<file path="src/design/mpp_pkg.sv">
`timescale 1ns / 1ps
`default_nettype none

package mpp_pkg;

  // default sizes
  localparam int unsigned KERNEL_DIM_DEF   = 3;
  localparam int unsigned CHANNELS_IN_DEF  = 16;
  localparam int unsigned CHANNELS_OUT_DEF = 16;

  // field widths
  localparam int unsigned CHAN_W   = 4;
  localparam int unsigned TAP_W    = 4;
  localparam int unsigned Q15_W    = 16;
  localparam int unsigned PROD_W   = 32;
  localparam int unsigned RND_W    = 17;
  localparam int unsigned ACC_W    = 40;
  localparam int unsigned RES_W    = 32;
  localparam int unsigned ROW_W    = 8;
  localparam int unsigned CHAN_MAX = 16;

  localparam logic signed [ACC_W-1:0] ACC_MAX = 40'sh7F_FFFF_FFFF;
  localparam logic signed [ACC_W-1:0] ACC_MIN = 40'sh80_0000_0000;
  localparam logic [RES_W-1:0]        RES_MAX = 32'h7FFF_FFFF;
  localparam logic [RES_W-1:0]        RES_MIN = 32'h8000_0000;
  localparam logic signed [Q15_W-1:0] Q15_MAX = 16'sh7FFF;

  // operation codes carried in tuser
  localparam logic OP_LOAD  = 1'b0;
  localparam logic OP_PATCH = 1'b1;

  typedef enum logic [1:0] {
    ST_IDLE,
    ST_MOD,
    ST_PROD,
    ST_ACC
  } mpp_state_e;

  // control broadcast to the cell row
  typedef struct packed {
    logic load_en;
    logic read_en;
    logic prod_en;
    logic acc_en;
    logic capture;
    logic shift;
  } mpp_ctrl_t;

  // round half up of a Q2.30 product back to Q1.15, 17 bits wide
  function automatic logic signed [RND_W-1:0] round_q15(input logic signed [PROD_W-1:0] p);
    logic signed [PROD_W-1:0] t;
    t = p + 32'sd16384;
    return t[PROD_W-1:PROD_W-RND_W];
  endfunction

  // clamp the accumulator to 32 bits signed
  function automatic logic [RES_W-1:0] sat_res(input logic signed [ACC_W-1:0] v);
    logic [RES_W-1:0] r;
    if (v[ACC_W-1:RES_W-1] == '0 || v[ACC_W-1:RES_W-1] == '1) begin
      r = v[RES_W-1:0];
    end else begin
      r = v[ACC_W-1] ? RES_MIN : RES_MAX;
    end
    return r;
  endfunction

endpackage

`default_nettype wire

</file>
<file path="src/design/mpp_cell.sv">
`timescale 1ns / 1ps
`default_nettype none

module mpp_cell import mpp_pkg::*; #(
  parameter int unsigned DEPTH   = 144,
  parameter int unsigned ADDR_W  = 8,
  parameter int unsigned CELL_ID = 0
) (
  input  wire logic                     clk_i,
  input  wire logic                     rst_ni,
  input  wire mpp_ctrl_t                ctrl_i,
  input  wire logic [CHAN_W-1:0]        wr_chan_i,
  input  wire logic [ADDR_W-1:0]        addr_i,
  input  wire logic signed [Q15_W-1:0]  wr_data_i,
  input  wire logic signed [Q15_W-1:0]  mod_sample_i,
  input  wire logic [RES_W-1:0]         shift_i,
  output logic [RES_W-1:0]              shift_o
);

  logic signed [Q15_W-1:0]  weight_mem_q [DEPTH];
  logic signed [Q15_W-1:0]  weight_q;
  logic signed [RND_W-1:0]  prod_q;
  logic signed [ACC_W-1:0]  acc_q;
  logic signed [ACC_W-1:0]  acc_d;
  logic [RES_W-1:0]         out_q;
  logic signed [PROD_W-1:0] mult_w;
  logic signed [ACC_W:0]    sum_w;
  logic signed [ACC_W-1:0]  sum_sat;

  // this channel's weights, one row per input channel and tap
  always_ff @(posedge clk_i) begin
    if (ctrl_i.load_en && wr_chan_i == CHAN_W'(CELL_ID)) begin
      weight_mem_q[addr_i] <= wr_data_i;
    end
    if (ctrl_i.read_en) begin
      weight_q <= weight_mem_q[addr_i];
    end
  end

  assign mult_w = mod_sample_i * weight_q;

  always_ff @(posedge clk_i) begin
    if (ctrl_i.prod_en) begin
      prod_q <= round_q15(mult_w);
    end
  end

  always_comb begin
    sum_w = (ACC_W+1)'(acc_q) + (ACC_W+1)'(prod_q);
    if (sum_w[ACC_W] != sum_w[ACC_W-1]) begin
      sum_sat = sum_w[ACC_W] ? ACC_MIN : ACC_MAX;
    end else begin
      sum_sat = sum_w[ACC_W-1:0];
    end
    acc_d = ctrl_i.acc_en ? sum_sat : acc_q;
  end

  always_ff @(posedge clk_i or negedge rst_ni) begin
    if (!rst_ni) begin
      acc_q <= '0;
    end else if (ctrl_i.capture) begin
      acc_q <= '0;
    end else begin
      acc_q <= acc_d;
    end
  end

  // result shift line toward cell 0
  always_ff @(posedge clk_i) begin
    if (ctrl_i.capture) begin
      out_q <= sat_res(acc_d);
    end else if (ctrl_i.shift) begin
      out_q <= shift_i;
    end
  end

  assign shift_o = out_q;

endmodule

`default_nettype wire

</file>
<file path="config.mk">
export PLATFORM = sky130hd
export DESIGN_NAME = mpp_cell
export DESIGN_NICKNAME = d
export VERILOG_FILES = /design/src/design/mpp_pkg.sv /design/src/design/mpp_cell.sv
export SDC_FILE = /design/constraint.sdc
export NUM_CORES = 2
export LEC_CHECK = 0
export ABC_AREA = 1
export CAP_MARGIN = 5
export CELL_PAD_IN_SITES_DETAIL_PLACEMENT = 2
export CELL_PAD_IN_SITES_GLOBAL_PLACEMENT = 2
export CORE_MARGIN = 2
export CORE_UTILIZATION = 47
export CTS_CLUSTER_SIZE = 25
export DETAILED_ROUTE_END_ITERATION = 8
export DONT_BUFFER_PORTS = 1
export GPL_TIMING_DRIVEN = 0
export PLACE_DENSITY = 0.83
export SKIP_CTS_REPAIR_TIMING = 1
export SYNTH_ARGS = -nofsm -noshare
export SYNTH_HDL_FRONTEND = slang
export SYNTH_SLANG_ARGS = --single-unit
</file>
<file path="constraint.sdc">
create_clock -name clk_i -period 7 [get_ports clk_i]
set_clock_uncertainty 0.2 [all_clocks]
set_input_delay 1.4 -clock clk_i [delete_from_list [all_inputs] [get_ports clk_i]]
set_output_delay 1.4 -clock clk_i [all_outputs]
set_load 0.005 [all_outputs]
</file>
==> impl_metrics.ini, run 1 <==
[logic_synthesis]
ys.flop_type = edfxtp_1
synth_fa_ha_area_frac = 0.0658
yosysWarningCount = 0
syn-num-nets = 7566
syn_area_um2 = 102000
synth_top_area_frac = 0.696
synthCells = 7102
synth_cell_types = 54
synth_area_leaders = edfxtp_1, a22oi_1, fa_1
yosysMostFrequentCell = edfxtp_1
async_flop_share = 0.0166
ys_top_cells_by_count = edfxtp_1, a22oi_1, nand2_1
synth_simple_gate_area_frac = 0.0482
synth_top_family_by_area = compound AO/OA/AOI/OAI gates
synth-xor-area-share = 0.00471
ys_seq_area_frac = 0.705
ys_ff_latch = 2409
synth_compound_area_frac = 0.139
synth_top_area_cell = edfxtp_1
synth_edf_count = 2369
synth_mux_area_frac = 0
syn_area_per_cell_um2 = 14.4

[die]
die_height_um = 470
die_width_um = 470
rows = 171
initial_core_util = 0.472
io_pins = 116

[placed_design]
place_congestion = 1.03
dp_hpwl_um = 411000
numPortBuffers = 0

[run_status]
error = [ERROR DPL-0033] detailed placement checks failed during check placement.
status = did not finish
lastStage = detailed placement (3_5_place_dp)
==> through the flow <==
stage / hold slack (ps) / setup TNS [ps] / worst slack (ps)
3_3_place_gp: 359 / -3415350 / -2600
2_1_floorplan: 330 / 0 / 7.07
==> cells by family after synthesis <==
| group | count (synthesis) |
|---|---|
| fa+ha+maj | 380 |
| xor+xnor | 55 |
| buf+inv | 989 |
| simple gates | 1247 |
| compound gates | 2022 |
| flops | 2409 |
==> run 2, diff against run 1 <==
CELL_PAD_IN_SITES_DETAIL_PLACEMENT = unset   (was 2)
CELL_PAD_IN_SITES_GLOBAL_PLACEMENT = unset   (was 2)
CORE_UTILIZATION = 38   (was 47)
CTS_CLUSTER_SIZE = unset   (was 25)
PLACE_DENSITY = unset   (was 0.83)
PLACE_DENSITY_LB_ADDON = 0.15   (was unset)
==> run 2 against run 1 <==
Effect of this change: the flow now finishes, with violations (design-rule violations, max-capacitance violations, max-slew violations, negative setup slack); area after synthesis did not move; synthesized cell count unchanged.
==> impl_metrics.ini, run 2 <==
[finish]
final_common_cell = edfxtp_1
utilization = 0.448
mostFrequentLayoutCells = edfxtp_1, a22oi_1, nand2_1
area_delta_synth_final_pct = 17.4
regArea_um2 = 72100
largest_reg_flops = 2304
nets = 8049
multi_input_area_um2 = 27600
regMostFlops = weight_mem_q
drive_gt1_frac = 0.109
fillerInstances = 23800

[timing]
finalSetupViolations = 708
fin_crit_ps = 7470
rsz0062_at_grt = yes
timing.hold.ws_ps = 78.2
fin_tns_setup_ps = -109080
maxSlewViolCount = 160
slew_headroom = -0.183
fmax_mhz = 134
post-route-period-util = 1.07
setup_ws_ps = -466
hold_viol = 0
worstMarginPinSlew_ps = 1730

[logic_synthesis]
synthCells = 7102
synth_top_area_cell = edfxtp_1
synth_edf_count = 2369
syn-num-nets = 7566
synth_cell_types = 54
ys_seq_area_frac = 0.705
syn_area_per_cell_um2 = 14.4
synth_area_leaders = edfxtp_1, a22oi_1, fa_1
ys.flop_type = edfxtp_1
ys_top_cells_by_count = edfxtp_1, a22oi_1, nand2_1
yosysWarningCount = 0
syn_area_um2 = 102000
ys_ff_latch = 2409
synth_top_area_frac = 0.696
async_flop_share = 0.0166
yosysMostFrequentCell = edfxtp_1

[cts]
path_clk_slew_ps = 60
cts_buffer_depth = 4
cts_tree = yes
root_buffer = clkbuf_16
htreeDepth = 5
cts_buffers = 270
cts.sink_count = 2409
clock_latency_ps = 920

[route]
drtAntennaViolNets = 0
drcViolationCount = 151
drt-total-wl_um = 485000
drtIter0Drc = 13200
via_per_inst = 6.43
wl_per_cell_um = 42.7
dr.pass1.iters = 9
num_vias = 73000

[critical_path]
critPathLaunchType = primary input
arrival_ps = 7770
cp-end-kind = register
cp_max_fo = 10
required_ps = 7300
critical_path_class = primary input to register

[die]
die_height_um = 523
dieArea_um2 = 273000
rows = 190
initial_core_util = 0.382
coreArea_um2 = 268000
io_pins = 116
die_width_um = 523

[placed_design]
dp_hpwl_um = 328000
place_congestion = 1.01
numPortBuffers = 0
pre_cts_ws_ps = -1490

[power_and_ir_drop]
ir_worst_vdd_uv = 821
power_density_nw_per_um2 = 371
p_leak_nw = 40.7
finalPower_mw = 44.5

[run_status]
status = complete, but fails checks
violations = design-rule violations, max-capacitance violations, max-slew violations, negative setup slack

[grt]
grt_usage = 0.348
grt_pass1_wl_um = 627000
grt_max_degree = 145
antenna_found_initial = 37
grt_pass1_vias = 67400
overflow = 0

[worst_hold_path]
hold_path_class = primary input to async pin

[job]
max-cap-violations = 18
[run 2: worst paths after layout]
| path | cells past startpoint | startpoint | to | slack [ps] |
|---|---|---|---|---|
| max in group asynchronous | 0 | rst_ni | acc_q[32]$_DFF_PN0_ | 6420 |
| worst max-delay path | 9 | addr_i[0] | weight_mem_q[105][9]$_DFFE_PP_ | -470 |
| worst min-delay path | 0 | rst_ni | acc_q[22]$_DFF_PN0_ | 80 |
| worst min register to register | 2 | acc_q[30]$_DFF_PN0_ | acc_q[30]$_DFF_PN0_ | 380 |
| min in group clk_i | 2 | acc_q[30]$_DFF_PN0_ | acc_q[30]$_DFF_PN0_ | 380 |
| worst max register to register | 25 | weight_q[10]$_DFFE_PP_ | prod_q[15]$_DFFE_PP_ | 260 |
[run 2: kinds of logic (layout without fill, tap and decap cells)]
logic type,count (synthesis),in the layout,synth area share
flops,2409,2409,0.705
simple gates,1247,1247,0.0482
other cells,0,31,0
compound gates,2022,2022,0.139
xor+xnor,55,55,0.00471
buf+inv,989,1656,0.0369
fa+ha+maj,380,380,0.0658
[run 2: area by class of cell]
class,instances,share of cell area
timing repair buffer,220,0.0315
clock inverter,114,0.00783
sequential,2409,0.601
buffer,414,0.0148
antenna,31,0.000646
multi-input combinational,3704,0.230
inverter,566,0.0177
tap,3552,0.0370
clock buffer,342,0.0596
[run 2: metrics by stage]
stage,std cells,cell area (um2)
floorplan,7102,102000
finish,11400,120000
global route,11300,120000
global placement,10700,107000
detailed placement,10900,112000
CTS,11300,120000
[run 2: report_power, final]
part / total, mW / switching, mW / leakage (nW) / internal [mW]
Combinational: 14.2 / 9.12 / 14.8 / 5.11
Sequential: 16.7 / 0.180 / 21.9 / 16.6
Clock: 13.6 / 5.93 / 3.95 / 7.64
Total: 44.5 / 15.2 / 40.7 / 29.3
[run 2: layer usage]
metal / vias up / part of all wire / global-route usage
met3: 1543 / 0.14 / 0.140
met2: 6071 / 0.42 / 0.502
li1: 27900 / - / -
met1: 37500 / 0.35 / 0.428
met5: - / 0.0022 / 0.0275
met4: 26 / 0.082 / 0.230
[run 2: critical path, cell delays in order]
cell and delay [ps]:
inv_1 30, nor2_1 530, clkbuf_1 750, clkbuf_1 1100, clkbuf_1 1100, buf_1 710, nand2_1 820, nor2_4 940
buf_12 310
Note: power is estimated with default switching activity, not from simulation.
